**src/sv/ffba_pkg.sv**
```systemverilog
`default_nettype none
package ffba_pkg;

  localparam int NUM_BLOCKS_DEF = 8;
  localparam int SIZE_BITS_DEF  = 16;

  localparam int AMOUNT_W = 16;
  localparam int INDEX_W  = 3;
  localparam int STATUS_W = 2;

  localparam logic [STATUS_W-1:0] ST_FIT    = 2'd0;
  localparam logic [STATUS_W-1:0] ST_PIECE  = 2'd1;
  localparam logic [STATUS_W-1:0] ST_REFUSE = 2'd2;
  localparam logic [STATUS_W-1:0] ST_LOAD   = 2'd3;

  localparam logic MODE_LOAD  = 1'b0;
  localparam logic MODE_ALLOC = 1'b1;

  typedef struct packed {
    logic                mode;
    logic [INDEX_W-1:0]  block_index;
    logic [AMOUNT_W-1:0] amount;
  } in_item_t;

  typedef struct packed {
    logic [STATUS_W-1:0] status;
    logic [INDEX_W-1:0]  chosen_block;
    logic [AMOUNT_W-1:0] amount_taken;
    logic [AMOUNT_W-1:0] block_left;
    logic                last;
  } out_item_t;

  // Controller to datapath.
  typedef struct packed {
    logic capture;
    logic clr_idx;
    logic inc_idx;
    logic rd;
    logic acc_sum;
    logic load;
    logic fit;
    logic refuse;
    logic piece;
  } cmd_t;

  // Datapath to controller.
  typedef struct packed {
    logic mode;
    logic out_free;
    logic idx_last;
    logic fit_ok;
    logic sum_short;
    logic drain_take;
    logic drain_final;
  } stat_t;

endpackage
`default_nettype wire

```
**src/sv/ffba_in_if.sv**
```systemverilog
`default_nettype none
interface ffba_in_if;
  logic                              valid;
  logic                              ready;
  logic                              mode;
  logic [ffba_pkg::INDEX_W-1:0]      block_index;
  logic [ffba_pkg::AMOUNT_W-1:0]     amount;

  modport source (output valid, mode, block_index, amount, input ready);
  modport sink   (input valid, mode, block_index, amount, output ready);
endinterface
`default_nettype wire

```
**src/sv/ffba_out_if.sv**
```systemverilog
`default_nettype none
interface ffba_out_if;
  logic                              valid;
  logic                              ready;
  logic [ffba_pkg::STATUS_W-1:0]     status;
  logic [ffba_pkg::INDEX_W-1:0]      chosen_block;
  logic [ffba_pkg::AMOUNT_W-1:0]     amount_taken;
  logic [ffba_pkg::AMOUNT_W-1:0]     block_left;
  logic                              last;

  modport source (output valid, status, chosen_block, amount_taken, block_left, last,
                  input ready);
  modport sink   (input valid, status, chosen_block, amount_taken, block_left, last,
                  output ready);
endinterface
`default_nettype wire

```
**src/sv/ffba_ctrl.sv**
```systemverilog
`default_nettype none
module ffba_ctrl (
  input  wire logic           clk,
  input  wire logic           rst,
  input  wire logic           in_valid,
  output logic                in_ready,
  input  wire ffba_pkg::stat_t stat,
  output ffba_pkg::cmd_t      cmd
);

  localparam logic [3:0] S_IDLE    = 4'd0;
  localparam logic [3:0] S_DECODE  = 4'd1;
  localparam logic [3:0] S_LOAD    = 4'd2;
  localparam logic [3:0] S_RD_FIT  = 4'd3;
  localparam logic [3:0] S_EV_FIT  = 4'd4;
  localparam logic [3:0] S_RD_SUM  = 4'd5;
  localparam logic [3:0] S_EV_SUM  = 4'd6;
  localparam logic [3:0] S_SUM_CHK = 4'd7;
  localparam logic [3:0] S_RD_DRN  = 4'd8;
  localparam logic [3:0] S_EV_DRN  = 4'd9;

  logic [3:0] state;
  logic [3:0] state_next;

  assign in_ready = (state == S_IDLE);

  always_comb begin
    state_next = state;
    cmd        = '0;
    unique case (state)
      S_IDLE: begin
        if (in_valid) begin
          cmd.capture = 1'b1;
          cmd.clr_idx = 1'b1;
          state_next  = S_DECODE;
        end
      end
      S_DECODE: begin
        state_next = (stat.mode == ffba_pkg::MODE_LOAD) ? S_LOAD : S_RD_FIT;
      end
      S_LOAD: begin
        if (stat.out_free) begin
          cmd.load   = 1'b1;
          state_next = S_IDLE;
        end
      end
      S_RD_FIT: begin
        cmd.rd     = 1'b1;
        state_next = S_EV_FIT;
      end
      S_EV_FIT: begin
        if (stat.fit_ok) begin
          if (stat.out_free) begin
            cmd.fit    = 1'b1;
            state_next = S_IDLE;
          end
        end else if (stat.idx_last) begin
          cmd.clr_idx = 1'b1;
          state_next  = S_RD_SUM;
        end else begin
          cmd.inc_idx = 1'b1;
          state_next  = S_RD_FIT;
        end
      end
      S_RD_SUM: begin
        cmd.rd     = 1'b1;
        state_next = S_EV_SUM;
      end
      S_EV_SUM: begin
        cmd.acc_sum = 1'b1;
        if (stat.idx_last) begin
          cmd.clr_idx = 1'b1;
          state_next  = S_SUM_CHK;
        end else begin
          cmd.inc_idx = 1'b1;
          state_next  = S_RD_SUM;
        end
      end
      S_SUM_CHK: begin
        if (!stat.sum_short) begin
          state_next = S_RD_DRN;
        end else if (stat.out_free) begin
          cmd.refuse = 1'b1;
          state_next = S_IDLE;
        end
      end
      S_RD_DRN: begin
        cmd.rd     = 1'b1;
        state_next = S_EV_DRN;
      end
      S_EV_DRN: begin
        if (stat.drain_take) begin
          if (stat.out_free) begin
            cmd.piece = 1'b1;
            if (stat.drain_final || stat.idx_last) begin
              state_next = S_IDLE;
            end else begin
              cmd.inc_idx = 1'b1;
              state_next  = S_RD_DRN;
            end
          end
        end else if (stat.idx_last) begin
          state_next = S_IDLE;
        end else begin
          cmd.inc_idx = 1'b1;
          state_next  = S_RD_DRN;
        end
      end
      default: state_next = S_IDLE;
    endcase
  end

  always_ff @(posedge clk) begin
    if (rst) begin
      state <= S_IDLE;
    end else begin
      state <= state_next;
    end
  end

endmodule
`default_nettype wire

```
**src/sv/ffba_dp.sv**
```systemverilog
`default_nettype none
module ffba_dp #(
  parameter int NUM_BLOCKS = ffba_pkg::NUM_BLOCKS_DEF,
  parameter int SIZE_BITS  = ffba_pkg::SIZE_BITS_DEF
) (
  input  wire logic                 clk,
  input  wire logic                 rst,
  input  wire ffba_pkg::cmd_t       cmd,
  output ffba_pkg::stat_t           stat,
  input  wire ffba_pkg::in_item_t   in_item,
  output ffba_pkg::out_item_t       out_item,
  output logic                      out_valid,
  input  wire logic                 out_ready
);

  localparam int IW = (NUM_BLOCKS > 1) ? $clog2(NUM_BLOCKS) : 1;
  localparam int SW = SIZE_BITS + $clog2(NUM_BLOCKS + 1);
  localparam int CW = (SW > ffba_pkg::AMOUNT_W) ? SW : ffba_pkg::AMOUNT_W;
  localparam logic [IW-1:0] IDX_MAX = IW'(NUM_BLOCKS - 1);

  ffba_pkg::in_item_t            req;
  logic [IW-1:0]                 idx;
  logic [SW-1:0]                 sum;
  logic [ffba_pkg::AMOUNT_W-1:0] rest;

  logic [SIZE_BITS-1:0]          mem [NUM_BLOCKS];
  logic [SIZE_BITS-1:0]          rd_data;
  logic                          rd_vld;
  logic                          rd_used;
  logic [NUM_BLOCKS-1:0]         cap_vld;
  logic [NUM_BLOCKS-1:0]         used;

  logic [SIZE_BITS-1:0]          cap;
  logic [CW-1:0]                 cap_x;
  logic [CW-1:0]                 amt_x;
  logic [CW-1:0]                 rest_x;
  logic [SIZE_BITS-1:0]          fit_left;
  logic [SIZE_BITS-1:0]          drain_left;
  logic                          in_range;
  logic [IW-1:0]                 load_addr;
  logic [SIZE_BITS-1:0]          load_cap;
  logic                          wr_en;
  logic [IW-1:0]                 wr_addr;
  logic [SIZE_BITS-1:0]          wr_data;
  logic                          emit;
  ffba_pkg::out_item_t           res;

  // Entries never loaded read as empty.
  assign cap    = rd_vld ? rd_data : '0;
  assign cap_x  = CW'(cap);
  assign amt_x  = CW'(req.amount);
  assign rest_x = CW'(rest);

  assign fit_left   = SIZE_BITS'(cap_x - amt_x);
  assign drain_left = SIZE_BITS'(cap_x - rest_x);

  assign in_range  = int'(req.block_index) < NUM_BLOCKS;
  assign load_addr = IW'(req.block_index);
  assign load_cap  = SIZE_BITS'(req.amount);

  assign stat.mode        = req.mode;
  assign stat.out_free    = !out_valid || out_ready;
  assign stat.idx_last    = (idx == IDX_MAX);
  assign stat.fit_ok      = (amt_x <= cap_x);
  assign stat.sum_short   = (CW'(sum) < amt_x);
  assign stat.drain_take  = rd_used && (cap != '0);
  assign stat.drain_final = (rest_x <= cap_x);

  assign wr_en   = (cmd.load && in_range) || cmd.fit || cmd.piece;
  assign wr_addr = cmd.load ? load_addr : idx;
  always_comb begin
    if (cmd.load) begin
      wr_data = load_cap;
    end else if (cmd.fit) begin
      wr_data = fit_left;
    end else if (stat.drain_final) begin
      wr_data = drain_left;
    end else begin
      wr_data = '0;
    end
  end

  assign emit = cmd.load || cmd.fit || cmd.refuse || cmd.piece;

  always_comb begin
    res.status       = ffba_pkg::ST_REFUSE;
    res.chosen_block = '0;
    res.amount_taken = '0;
    res.block_left   = '0;
    res.last         = 1'b1;
    if (cmd.load) begin
      res.status       = ffba_pkg::ST_LOAD;
      res.chosen_block = req.block_index;
      res.block_left   = in_range ? ffba_pkg::AMOUNT_W'(load_cap) : '0;
    end else if (cmd.fit) begin
      res.status       = ffba_pkg::ST_FIT;
      res.chosen_block = ffba_pkg::INDEX_W'(idx);
      res.amount_taken = req.amount;
      res.block_left   = ffba_pkg::AMOUNT_W'(fit_left);
    end else if (cmd.piece) begin
      res.status       = ffba_pkg::ST_PIECE;
      res.chosen_block = ffba_pkg::INDEX_W'(idx);
      res.amount_taken = stat.drain_final ? rest : ffba_pkg::AMOUNT_W'(cap);
      res.block_left   = stat.drain_final ? ffba_pkg::AMOUNT_W'(drain_left) : '0;
      res.last         = stat.drain_final;
    end
  end

  // Partition store: one write port, one registered read port.
  always_ff @(posedge clk) begin
    if (wr_en) begin
      mem[wr_addr] <= wr_data;
    end
    if (cmd.rd) begin
      rd_data <= mem[idx];
      rd_vld  <= cap_vld[idx];
      rd_used <= used[idx];
    end
  end

  always_ff @(posedge clk) begin
    if (cmd.capture) begin
      req  <= in_item;
      sum  <= '0;
      rest <= in_item.amount;
    end else begin
      if (cmd.acc_sum && rd_used) begin
        sum <= sum + SW'(cap);
      end
      if (cmd.piece && !stat.drain_final) begin
        rest <= rest - ffba_pkg::AMOUNT_W'(cap);
      end
    end
    if (cmd.clr_idx) begin
      idx <= '0;
    end else if (cmd.inc_idx) begin
      idx <= idx + 1'b1;
    end
    if (emit) begin
      out_item <= res;
    end
  end

  always_ff @(posedge clk) begin
    if (rst) begin
      cap_vld   <= '0;
      used      <= '0;
      out_valid <= 1'b0;
    end else begin
      if (cmd.load && in_range) begin
        cap_vld[load_addr] <= 1'b1;
        used[load_addr]    <= 1'b0;
      end
      if (cmd.fit) begin
        used[idx] <= 1'b1;
      end
      if (emit) begin
        out_valid <= 1'b1;
      end else if (out_ready) begin
        out_valid <= 1'b0;
      end
    end
  end

endmodule
`default_nettype wire

```
**src/sv/first_fit_block_allocator.sv**
```systemverilog
// First-fit partition allocator.
// in_ch carries one item per transfer: mode 0 loads amount as the capacity of
// partition block_index and clears its used mark; mode 1 requests amount.
// out_ch carries the results. A load, a whole fit and a refusal give one
// result; a drain gives one result per partition drawn from, last high on the
// final one. Every input causes at least one result.
// The block takes one item at a time: in_ch.ready is high only while idle,
// even if a result still waits in the output register.
// Each partition visited is first addressed, then evaluated from the registered
// read port of the partition memory. The worst request scans the partitions
// three times (fit search, used sum, drain).
// When out_ch stalls, the result holds in the output register and the scan
// waits at the point of the next result; nothing is lost or repeated.
// Synchronous reset empties every partition and clears all used marks and
// the output valid flag at once; no clearing pass follows.
`default_nettype none
module first_fit_block_allocator #(
  parameter int NUM_BLOCKS = ffba_pkg::NUM_BLOCKS_DEF,
  parameter int SIZE_BITS  = ffba_pkg::SIZE_BITS_DEF
) (
  input  wire logic  clk,
  input  wire logic  rst,
  ffba_in_if.sink    in_ch,
  ffba_out_if.source out_ch
);

  ffba_pkg::cmd_t      cmd;
  ffba_pkg::stat_t     stat;
  ffba_pkg::in_item_t  in_item;
  ffba_pkg::out_item_t out_item;
  logic                in_ready;
  logic                out_valid;

  // Pack the input fields for capture.
  assign in_item.mode        = in_ch.mode;
  assign in_item.block_index = in_ch.block_index;
  assign in_item.amount      = in_ch.amount;
  assign in_ch.ready         = in_ready;

  ffba_ctrl u_ctrl (
    .clk      (clk),
    .rst      (rst),
    .in_valid (in_ch.valid),
    .in_ready (in_ready),
    .stat     (stat),
    .cmd      (cmd)
  );

  ffba_dp #(
    .NUM_BLOCKS (NUM_BLOCKS),
    .SIZE_BITS  (SIZE_BITS)
  ) u_dp (
    .clk       (clk),
    .rst       (rst),
    .cmd       (cmd),
    .stat      (stat),
    .in_item   (in_item),
    .out_item  (out_item),
    .out_valid (out_valid),
    .out_ready (out_ch.ready)
  );

  // Drive the result channel straight from the output register.
  assign out_ch.valid        = out_valid;
  assign out_ch.status       = out_item.status;
  assign out_ch.chosen_block = out_item.chosen_block;
  assign out_ch.amount_taken = out_item.amount_taken;
  assign out_ch.block_left   = out_item.block_left;
  assign out_ch.last         = out_item.last;

endmodule
`default_nettype wire

```
**src/flat_wrapper.sv**
```systemverilog
// flat-port wrapper written by rule: the top's interface ports become plain ports
module first_fit_block_allocator_flat 
#(
  parameter int NUM_BLOCKS = ffba_pkg::NUM_BLOCKS_DEF,
  parameter int SIZE_BITS  = ffba_pkg::SIZE_BITS_DEF
)
  (clk, rst, in_ch_valid, in_ch_mode, in_ch_block_index, in_ch_amount, in_ch_ready, out_ch_valid, out_ch_status, out_ch_chosen_block, out_ch_amount_taken, out_ch_block_left, out_ch_last, out_ch_ready);
  ffba_in_if in_ch_i ();
  ffba_out_if out_ch_i ();
  input  wire logic clk;
  input  wire logic rst;
  input wire logic [$bits(in_ch_i.valid)-1:0] in_ch_valid;
  input wire logic [$bits(in_ch_i.mode)-1:0] in_ch_mode;
  input wire logic [$bits(in_ch_i.block_index)-1:0] in_ch_block_index;
  input wire logic [$bits(in_ch_i.amount)-1:0] in_ch_amount;
  output wire logic [$bits(in_ch_i.ready)-1:0] in_ch_ready;
  output wire logic [$bits(out_ch_i.valid)-1:0] out_ch_valid;
  output wire logic [$bits(out_ch_i.status)-1:0] out_ch_status;
  output wire logic [$bits(out_ch_i.chosen_block)-1:0] out_ch_chosen_block;
  output wire logic [$bits(out_ch_i.amount_taken)-1:0] out_ch_amount_taken;
  output wire logic [$bits(out_ch_i.block_left)-1:0] out_ch_block_left;
  output wire logic [$bits(out_ch_i.last)-1:0] out_ch_last;
  input wire logic [$bits(out_ch_i.ready)-1:0] out_ch_ready;
  assign in_ch_i.valid = in_ch_valid;
  assign in_ch_i.mode = in_ch_mode;
  assign in_ch_i.block_index = in_ch_block_index;
  assign in_ch_i.amount = in_ch_amount;
  assign in_ch_ready = in_ch_i.ready;
  assign out_ch_valid = out_ch_i.valid;
  assign out_ch_status = out_ch_i.status;
  assign out_ch_chosen_block = out_ch_i.chosen_block;
  assign out_ch_amount_taken = out_ch_i.amount_taken;
  assign out_ch_block_left = out_ch_i.block_left;
  assign out_ch_last = out_ch_i.last;
  assign out_ch_i.ready = out_ch_ready;
  first_fit_block_allocator #(.NUM_BLOCKS(NUM_BLOCKS), .SIZE_BITS(SIZE_BITS)) u_core (.clk(clk), .rst(rst), .in_ch(in_ch_i), .out_ch(out_ch_i));
endmodule
```
**config.mk**
```make
export PLATFORM = sky130hd
export DESIGN_NAME = first_fit_block_allocator_flat
export DESIGN_NICKNAME = d
export VERILOG_FILES = /design/src/sv/ffba_pkg.sv /design/src/sv/ffba_in_if.sv /design/src/sv/ffba_out_if.sv /design/src/sv/ffba_ctrl.sv /design/src/sv/ffba_dp.sv /design/src/sv/first_fit_block_allocator.sv /design/src/flat_wrapper.sv
export SDC_FILE = /design/constraint.sdc
export NUM_CORES = 1
export LEC_CHECK = 0
export BUFFER_PORTS_ARGS = -buffer_cell sky130_fd_sc_hd__buf_2
export CAP_MARGIN = 20
export CORE_AREA = 10 10 199 201
export DETAILED_ROUTE_END_ITERATION = 12
export DIE_AREA = 0 0 209 211
export PLACE_DENSITY = 0.56
export SLEW_MARGIN = 20
export SYNTH_ARGS = -nofsm -noshare
export SYNTH_HDL_FRONTEND = slang
export SYNTH_HIERARCHICAL = 1
export SYNTH_SLANG_ARGS = --single-unit
export TNS_END_PERCENT = 10
```
**constraint.sdc**
```tcl
create_clock -name clk -period 5 [get_ports clk]
set_input_delay 1.5 -clock clk [delete_from_list [all_inputs] [get_ports clk]]
set_output_delay 1.5 -clock clk [all_outputs]
set_load 0.01 [all_outputs]
```
==> results of run 1 <==
-- metrics by stage --
stage                     setup WS [ns]  TNS [ns]  utilization (%)  power, µW
after floorplan                 -0.0387     -1.86                -       3570
after global placement            0.484         0             44.3       3980
after detailed placement          0.393         0             44.3       3980
after CTS                         0.362         0             47.1       6230
after global routing             0.0170         0             47.1       6450
final                             0.340         0             47.1       6180
-- final timing paths --
path / from / cells after the start / slack [ns] / end
max: u_core/u_dp/rd_vld$_DFFE_PP_ / 16 / 0.34 / u_core/u_dp/mem[2][13]$_DFFE_PP_
min: u_core/u_dp/cap_vld[3]$_SDFFE_PP0P_ / 2 / 0.45 / u_core/u_dp/cap_vld[3]$_SDFFE_PP0P_
max reg2reg: u_core/u_dp/rd_vld$_DFFE_PP_ / 16 / 0.34 / u_core/u_dp/mem[2][13]$_DFFE_PP_
min reg2reg: u_core/u_dp/cap_vld[3]$_SDFFE_PP0P_ / 2 / 0.45 / u_core/u_dp/cap_vld[3]$_SDFFE_PP0P_
-- registers in the layout, indices dropped and copies added (netlist names) --
signal	flops
u_core/u_dp/load_cap	16
u_core/u_dp/stat	1
u_core/u_dp/out_item	38
u_core/u_dp/rest	16
u_core/u_dp/load_addr	3
u_core/u_dp/rd_used	1
u_core/u_ctrl/state	4
u_core/u_dp/cap_vld	8
u_core/u_dp/mem	128
u_core/u_dp/sum	20
u_core/u_dp/rd_data	16
u_core/u_dp/rd_vld	1
u_core/u_dp/out_valid	1
u_core/u_dp/used	8
u_core/u_dp/idx	3
-- power groups by stage --
stage	clock, µW	combinational (µW)	sequential (µW)
floorplan	0	869	2710
global placement	0	1240	2740
detailed placement	0	1240	2740
CTS	2280	1250	2700
global route	2370	1370	2710
finish	2220	1260	2700
-- final cells by class --
type | count | area, µm² | share of cell area, %
multi-input combinational | 906 | 6770 | 40.6
clock inverter | 18 | 221 | 1.33
inverter | 78 | 293 | 1.76
tap | 461 | 577 | 3.46
sequential | 264 | 7490 | 44.9
clock buffer | 36 | 762 | 4.57
timing repair buffer | 92 | 558 | 3.35
-- cell families after synthesis --
kind of cell	after synthesis	share of synthesized area [%]
flops	264	50.6
fa+ha+maj	73	6.21
xor+xnor	52	3.08
simple gates	371	12.5
compound gates	345	15.8
buf+inv	153	4.20
mux	65	7.62
-- worst min-delay path, delay by kind of cell (launching register included) --
family | cells | cell delay, ns
AOI/OAI and AO/OA | 1 | 0.05
DFF | 1 | 0.30
buffers and inverters | 1 | 0.05
-- cells in the mapped netlist (20+ instances only) --
library cell,count,area [µm²]
mux4_2,36,811
nand2b_1,21,131
inv_1,69,259
nand2_1,102,383
o21ai_0,50,250
a21o_1,26,195
mux2_2,21,236
a21oi_1,96,480
o22ai_1,24,150
ha_1,66,826
clkbuf_1,45,169
nor2b_1,20,125
nor3_1,29,145
nor2_1,92,345
xnor2_1,35,307
edfxtp_1,220,6610
dfxtp_1,44,881
-- layer usage --
layer / vias up / global-route usage, % / part of all wire, %
li1: 5067 / - / -
met3: 63 / 2.48 / 5.6
met5: - / 0 / 0
met1: 5249 / 24.8 / 45
met2: 312 / 29.4 / 47
met4: 0 / 5.66 / 2.5
-- what timing repair did --
action	in CTS	in global routing
endpoints found under the setup margin	0	3
gates resized for setup	0	1
hold buffers	0	0
==> impl_metrics.yaml, run 1 <==
worst_setup_path:
  cp-start-kind: "register"
  critPathTopFamily: "compound AO/OA/AOI/OAI gates"
  crit_arrival_ns: 4.88
  cpMaxStageDelayCell: "o211ai_1"
  crit_path_end_kind: "register"
  cp_max_fo: 27
  crit_type: "register to register"
  crit_chain: "nand2_2 > inv_2 > xnor2_1 > ha_1 > a31oi_2 > a2111oi_4 > o21a_1 > nor2_1 > o21ai_1 > nor3_1 > o21ai_1 > nand2b_1 > nor3_2 > buf_4 > nand2b_1 > o211ai_1"
  crit_required_ns: 5.22
  slowest_delay_ns: 0.81
  path_buf_inv: 2
clock_tree:
  clkLatencyLatePin_ns: 0.57
  clk_path_buf_depth: 3
  cts-root-buf: "clkbuf_16"
  cts-buffers-inserted: 29
  clk_pin_slew_ns: 0.06
  cts.sinks: 264
  htree_levels: 1
  cts_tree: "yes"
  postCtsSetupRepairBufs: 0
global_route:
  grt_pass1_wl_um: 63400
  grt_pass1_vias: 10600
  grt_max_degree: 43
  grt_usage_pct: 18.2
  gr-total-overflow: 0
  antenna_found_initial: 0
sta:
  slew_violations: 0
  period_minus_slack_ns: 4.66
  finClkSkew_ns: 0.0341
  hold_ws_ns: 0.447
  worst_slew_pin_slew_ns: 1.02
  rsz0062_at_grt: "false"
  finalSetupViolCount: 0
  fmaxAchievable_mhz: 215
  max_slew_margin_pct: 32.1
  hold_viol_final: 0
  finalCritPeriodShare_pct: 93.2
hold_path:
  hp-class: "register to register"
power_and_ir_drop:
  p_sw_uw: 1790
  p_int_uw: 4390
  pwr-share-comb_pct: 20.4
  p_seq_share_pct: 43.7
  pwr-share-clk_pct: 36.0
  power.leakage_uw: 0.00616
  p_sw_share_pct: 28.9
  ir_worst_vdd_mv: 0.273
  powerDensity_nw_per_um2: 371
route:
  drtIter0Drc: 815
  vias: 10700
  vias_per_cell: 5.76
  route.antenna.remaining_nets: 0
  firstDrtPassIters: 8
  routed_wl_um: 41100
  drc: 0
  routed_wire_length_per_instance_um: 22.2
layout:
  num_antenna_cells: 0
  final_common_cell: "edfxtp_1"
  fin_area_um2: 16700
  area_growth_pct: 12.6
  nFillCells: 3265
  final_cell_mix: "edfxtp_1, nand2_1, a21oi_1, nor2_1, inv_1"
  drive_gt1_share_pct: 18.5
  fin_nets: 1463
  stdcell_count: 1855
placed_design:
  dp.cells: 1801
  port_buffers: 63
  dpl.hpwl_um: 30100
  placed_cell_area_um2: 15700
  place_congestion: 0.974
synth:
  synth_ff_type: "edfxtp_1"
  syn_nets: 1415
  avgSynthCellArea_um2: 11.2
  synth_cell_types: 96
  synth-edff-count: 220
  syn-instance-count: 1323
  synth-seq-area-share_pct: 50.6
  async_flop_share_pct: 0
  synth_area_um2: 14800
  synth-warning-count: 6
  ys_seq_elements: 264
status:
  status: "finished clean"
die:
  start_util_pct: 41.8
  rows: 69
  die_w_um: 209
  coreArea_um2: 35400
  die-area_um2: 44100
  num_io_pins: 64
  die_y_um: 211
job:
  drv_cap: 0
Note: power is estimated with default switching activity, not from simulation.
==> inputs of run 2 (changes only) <==
--- a/config.mk
+++ b/config.mk
@@ -7,13 +7,12 @@
 export LEC_CHECK = 0
 export BUFFER_PORTS_ARGS = -buffer_cell sky130_fd_sc_hd__buf_2
 export CAP_MARGIN = 20
-export CORE_AREA = 10 10 199 201
+export CORE_AREA = 10 10 195 197
 export DETAILED_ROUTE_END_ITERATION = 12
-export DIE_AREA = 0 0 209 211
+export DIE_AREA = 0 0 205 207
 export PLACE_DENSITY = 0.56
 export SLEW_MARGIN = 20
 export SYNTH_ARGS = -nofsm -noshare
 export SYNTH_HDL_FRONTEND = slang
-export SYNTH_HIERARCHICAL = 1
 export SYNTH_SLANG_ARGS = --single-unit
 export TNS_END_PERCENT = 10
==> impl_metrics.yaml, run 2 <==
sta:
  slew_violations: 0
  setup_slack_ns: 0.648
  final.setup.tns_ns: 0
  fmaxAchievable_mhz: 230
  finClkSkew_ns: 0.00988
  hold_viol_final: 0
  finalCritPeriodShare_pct: 87.0
  rsz0062_at_grt: "false"
  max_slew_margin_pct: 21.8
  finalSetupViolCount: 0
  period_minus_slack_ns: 4.35
  worst_slew_pin_slew_ns: 1.17
die:
  die_w_um: 205
  num_io_pins: 64
  die_y_um: 207
  start_util_pct: 41.6
  rows: 68
  coreArea_um2: 34100
  die-area_um2: 42400
clock_tree:
  cts_tree: "yes"
  cts.sinks: 264
  cts-buffers-inserted: 30
  clkLatencyLatePin_ns: 0.59
  cts_hold_buf: 0
  ctsResizeCount: 0
  cts-root-buf: "clkbuf_16"
  postCtsSetupRepairBufs: 0
  clk_pin_slew_ns: 0.06
  clk_path_buf_depth: 3
  htree_levels: 1
worst_setup_path:
  crit_path_end_kind: "register"
  r2r.worst_path.cells: 11
  rr_endpoint: "u_core.u_dp.rest[13]$_DFFE_PP_"
  crit_arrival_ns: 4.56
  crit_type: "register to register"
  cp-start-kind: "register"
  r2r-start: "u_core.u_dp.rd_vld$_DFFE_PP_"
  rrSetupSlack_ns: 0.65
  crit_required_ns: 5.21
  cp_max_fo: 21
layout:
  area_growth_pct: 12.9
  final_common_cell: "edfxtp_1"
  stdcell_count: 1873
  top_register: "u_core.u_dp.mem"
  largest_register_ffs: 128
  drive_gt1_share_pct: 11.9
  num_antenna_cells: 0
  final_cell_mix: "edfxtp_1, nor2_1, nand2_1, a21oi_1, a22oi_1"
  nFillCells: 3187
  reg_top3: "u_core.u_dp.mem (128), u_core.u_dp.out_item (38), u_core.u_dp.sum (20)"
  fin_nets: 1488
synth:
  yosysTopAreaCell: "edfxtp_1"
  ys_seq_elements: 264
  async_flop_share_pct: 0
  syn-instance-count: 1355
  syn_nets: 1447
  synth_area_leaders: "edfxtp_1, dfxtp_1, ha_1"
  synth-edff-count: 220
  synth.most_common_cell: "edfxtp_1"
  synth_ff_type: "edfxtp_1"
  synth_cell_types: 83
  yosys.area.top_type_share_pct: 46.5
  synth_area_um2: 14200
  avgSynthCellArea_um2: 10.5
  synth-warning-count: 0
  synthTopCellsByCount: "edfxtp_1, nor2_1, nand2_1"
  synth-seq-area-share_pct: 52.7
route:
  drc: 0
  routed_wl_um: 43200
  drtIter0Drc: 925
  routed_wire_length_per_instance_um: 23.1
  route.antenna.remaining_nets: 0
  firstDrtPassIters: 5
  vias: 11000
  vias_per_cell: 5.86
global_route:
  gr-total-overflow: 0
  grt_max_degree: 33
  grt_pass1_wl_um: 65100
  grt_usage_pct: 19.7
  grt_pass1_vias: 10600
  antenna_found_initial: 0
power_and_ir_drop:
  ir_worst_vdd_mv: 0.297
  powerDensity_nw_per_um2: 361
  power.leakage_uw: 0.00600
placed_design:
  place_congestion: 0.926
  dpl.hpwl_um: 30600
  dp_slack_ns: 0.702
  port_buffers: 63
  dp.cells: 1819
hold_path:
  worst_hold_startpoint: "u_core.u_dp.cap_vld[5]$_SDFFE_PP0P_"
  hold_end: "u_core.u_dp.cap_vld[5]$_SDFFE_PP0P_"
  hp-class: "register to register"
  holdPathStages: 2
status:
  status: "finished clean"
job:
  drv_cap: 0
[run 2: cell count changes after synthesis, sizes merged, moves of 15 or more]
cell   before  now
nand4       8   33
mux2       22    0
mux4       36    0
nor2       96  122
nor2b      21    6
a22oi       6   77
[run 2: worst max-delay path by stage]
stage	startpoint	endpoint	slack [ns]	depth (start not counted)
floorplan	u_core.u_dp.rd_vld$_DFFE_PP_	u_core.u_dp.out_item[0]$_SDFFCE_PP1P_	0.49	16
global placement	u_core.u_dp.rd_vld$_DFFE_PP_	u_core.u_dp.rest[13]$_DFFE_PP_	0.85	11
detailed placement	u_core.u_dp.rd_vld$_DFFE_PP_	u_core.u_dp.rest[13]$_DFFE_PP_	0.70	11
CTS	u_core.u_dp.rd_vld$_DFFE_PP_	u_core.u_dp.rest[12]$_DFFE_PP_	0.68	11
global route	u_core.u_dp.rd_vld$_DFFE_PP_	u_core.u_dp.rest[13]$_DFFE_PP_	0.32	11
finish	u_core.u_dp.rd_vld$_DFFE_PP_	u_core.u_dp.rest[13]$_DFFE_PP_	0.65	11
[run 2: worst max-delay path, stage by stage (launching register included)]
cell	delay (ns)
edfxtp_1	0.54
buf_4	0.34
and2_1	0.44
inv_1	0.22
ha_1	0.43
o2111ai_1	0.17
nand3_1	0.16
and2_1	0.20
a21o_1	0.20
and2_1	0.43
nand2_1	0.13
nand2_1	0.68
[run 2: layout make-up]
| type | instances | area (µm²) | share of cell area, % |
|---|---|---|---|
| clock buffers | 32 | 758 | 4.73 |
| clock inverters | 22 | 293 | 1.83 |
| inverters | 68 | 255 | 1.59 |
| multi-input cells | 944 | 6170 | 38.5 |
| flip-flops and latches | 264 | 7490 | 46.7 |
| well taps | 455 | 569 | 3.55 |
| repair buffers | 88 | 503 | 3.14 |
[run 2: cell families (layout without fill, tap and decap cells)]
kind of cell / Yosys count / count (layout) / share of synthesized area (%)
AND/OR/NAND/NOR: 429 / 429 / 14.8
AO/OA/AOI/OAI: 386 / 386 / 18.3
flip-flops: 264 / 264 / 52.7
buffers and inverters: 147 / 210 / 4.25
adder cells (fa/ha/maj): 71 / 71 / 6.26
XOR/XNOR: 53 / 53 / 3.27
multiplexers: 5 / 5 / 0.353
[run 2: power by group]
group / internal (µW) / leakage [µW] / switching [µW] / total, µW
Clock: 1410 / 0.000509 / 927 / 2330
Sequential: 2540 / 0.00239 / 59.0 / 2600
Combinational: 276 / 0.00310 / 575 / 851
Total: 4230 / 0.00600 / 1560 / 5790
[run 2: through the flow]
step	total power, µW	hold WS (ns)	area, µm²	util [%]
floorplan	3190	0.425	14200	-
global route	6010	0.487	16000	47.0
detailed placement	3480	0.445	15000	43.9
CTS	5820	0.453	16000	47.0
global placement	3480	0.436	15000	43.9
finish	5790	0.453	16000	47.0
[run 2: metal layers]
metal	GRT usage, %	part of all wire (%)
met4	5.53	2.7
met5	0.595	0
met3	3.43	6.2
met2	31.8	47
met1	26.5	44
==> inputs of run 3 (changes only) <==
--- a/config.mk
+++ b/config.mk
@@ -5,11 +5,12 @@
 export SDC_FILE = /design/constraint.sdc
 export NUM_CORES = 1
 export LEC_CHECK = 0
+export ABC_AREA = 1
 export BUFFER_PORTS_ARGS = -buffer_cell sky130_fd_sc_hd__buf_2
 export CAP_MARGIN = 20
-export CORE_AREA = 10 10 195 197
+export CORE_AREA = 10 10 198 200
 export DETAILED_ROUTE_END_ITERATION = 12
-export DIE_AREA = 0 0 205 207
+export DIE_AREA = 0 0 208 210
 export PLACE_DENSITY = 0.56
 export SLEW_MARGIN = 20
 export SYNTH_ARGS = -nofsm -noshare
==> impl_metrics.yaml, run 3 <==
status:
  status: "finished clean"
worst_setup_path:
  crit_arrival_ns: 4.87
  crit_top_cell: "inv_1"
  rrSetupSlack_ns: 0.34
  crit_path_end_kind: "register"
  cpMaxStageDelayCell: "edfxtp_1"
  crit_type: "register to register"
  slowest_delay_ns: 1.00
  cp-start-kind: "register"
  cp_max_fo: 19
  crit_required_ns: 5.21
  crit_chain: "nand2_1 > inv_1 > ha_1 > nand2_1 > inv_1 > nand3_1 > nor3_2 > nand4_1 > nand3_2 > nand3_4 > nand2_1 > nor2_1 > inv_1 > nand3_1 > inv_1"
global_route:
  grt_max_degree: 50
  grt_usage_pct: 21.8
  gr-total-overflow: 0
  grt_pass1_wl_um: 73500
  antenna_found_initial: 0
  grt_pass1_vias: 11800
power_and_ir_drop:
  power.leakage_uw: 0.00724
  ir_worst_vdd_mv: 0.262
  powerDensity_nw_per_um2: 373
  power_uw: 6170
synth:
  ys_seq_elements: 264
  synth.area.mux_share_pct: 0
  async_flop_share_pct: 0
  yosys.area.top_type_share_pct: 45.1
  synth_area_leaders: "edfxtp_1, nand2_1, dfxtp_1"
  synth.most_common_cell: "nand2_1"
  synth-compound-area-share_pct: 12.8
  synthAdderAreaFrac_pct: 5.86
  synth_ff_type: "edfxtp_1"
  syn_nets: 1765
  synth_top_family_by_area: "simple AND/OR/NAND/NOR gates"
  yosys.area_share.simple_pct: 21.6
  synth_xor_area_share_pct: 1.32
  synth_area_um2: 14600
  synthTopCellsByCount: "nand2_1, edfxtp_1, inv_1"
  yosysTopAreaCell: "edfxtp_1"
  synth-seq-area-share_pct: 51.1
  syn-instance-count: 1673
  synth-warning-count: 0
  synth_cell_types: 51
  avgSynthCellArea_um2: 8.75
  synth-edff-count: 220
sta:
  final.setup.tns_ns: 0
  hold_viol_final: 0
  max_slew_margin_pct: 26.2
  finClkSkew_ns: 0.0254
  fmaxAchievable_mhz: 215
  rsz0062_at_grt: "false"
  hold_ws_ns: 0.466
  worst_slew_pin_slew_ns: 1.10
  slew_violations: 0
  finalSetupViolCount: 0
  period_minus_slack_ns: 4.66
  finalCritPeriodShare_pct: 93.1
  setup_slack_ns: 0.344
placed_design:
  dpl.hpwl_um: 36900
  place_congestion: 0.943
  dp_slack_ns: 0.508
  port_buffers: 63
clock_tree:
  clkLatencyLatePin_ns: 0.60
  cts_hold_buf: 0
  postCtsSetupRepairBufs: 0
  cts-root-buf: "clkbuf_16"
  cts_tree: "yes"
  ctsResizeCount: 0
  clk_pin_slew_ns: 0.07
  cts-buffers-inserted: 30
  clk_path_buf_depth: 3
  cts.sinks: 264
  htree_levels: 1
route:
  routed_wire_length_per_instance_um: 21.9
  drc: 0
  firstDrtPassIters: 5
  drtIter0Drc: 1108
  routed_wl_um: 48900
  vias: 12300
  vias_per_cell: 5.50
  route.antenna.remaining_nets: 0
die:
  start_util_pct: 41.6
  die_y_um: 210
  num_io_pins: 64
  die-area_um2: 43700
  rows: 69
  coreArea_um2: 35200
  die_w_um: 208
layout:
  area_growth_pct: 13.1
  top_register: "u_core.u_dp.mem"
  num_antenna_cells: 0
  drive_gt1_share_pct: 9.64
  final_cell_mix: "nand2_1, edfxtp_1, inv_1, nor2_1, a21oi_1"
  reg_top3: "u_core.u_dp.mem (128), u_core.u_dp.out_item (38), u_core.u_dp.sum (20)"
  final_core_util_pct: 47.0
  final_common_cell: "nand2_1"
  largest_register_ffs: 128
  fin_nets: 1841
hold_path:
  hp-class: "register to register"
job:
  drv_cap: 0
==> run 3: power breakdown <==
group / internal [µW] / total [µW] / switching, µW
registers: 2610 / 2680 / 68.8
logic: 333 / 1240 / 907
clock network: 1320 / 2250 / 932
==> run 3: final timing paths <==
kind | cells past startpoint | start | end
worst max-delay path | 15 | u_core.u_dp.rd_vld$_DFFE_PP_ | u_core.u_dp.mem[0][0]$_DFFE_PP_
worst min-delay path | 1 | u_core.u_dp.cap_vld[7]$_SDFFE_PP0P_ | u_core.u_dp.cap_vld[7]$_SDFFE_PP0P_
worst max register to register | 15 | u_core.u_dp.rd_vld$_DFFE_PP_ | u_core.u_dp.mem[0][0]$_DFFE_PP_
worst min register to register | 1 | u_core.u_dp.cap_vld[7]$_SDFFE_PP0P_ | u_core.u_dp.cap_vld[7]$_SDFFE_PP0P_
==> run 3: kinds of logic after synthesis <==
family | after synthesis
AND/OR/NAND/NOR | 736
AO/OA/AOI/OAI | 314
buffers and inverters | 269
flip-flops | 264
adder cells (fa/ha/maj) | 68
XOR/XNOR | 22
==> run 3: stage by stage <==
step                area [µm²]  instances
floorplan                14600       1673
global placement         15500       2178
detailed placement       15500       2178
CTS                      16600       2234
global route             16600       2234
finish                   16600       2234
==> run 3: critical path, delay by kind of cell (launching register included) <==
family,cells,cell delay [ns]
adder cells (fa/ha/maj),1,0.30
flip-flops,1,1.00
AND/OR/NAND/NOR,10,1.77
buffers and inverters,4,1.14
==> run 3: per-layer routing <==
layer | vias to the layer above | GRT usage (%) | share of wire (%)
met5 | - | 0 | 0
met4 | 0 | 5.95 | 2.3
met3 | 59 | 4.21 | 7.5
met2 | 442 | 35.0 | 45
met1 | 5894 | 29.6 | 45
li1 | 5896 | - | -
==> run 3: final cells by class <==
cell class              instances  area [µm²]
inverters                     224         843
repair buffers                 89         510
multi-input cells            1140        6130
clock inverters                20         235
well taps                     461         577
flip-flops and latches        264        7490
fillers                      3391       18700
clock buffers                  36         773
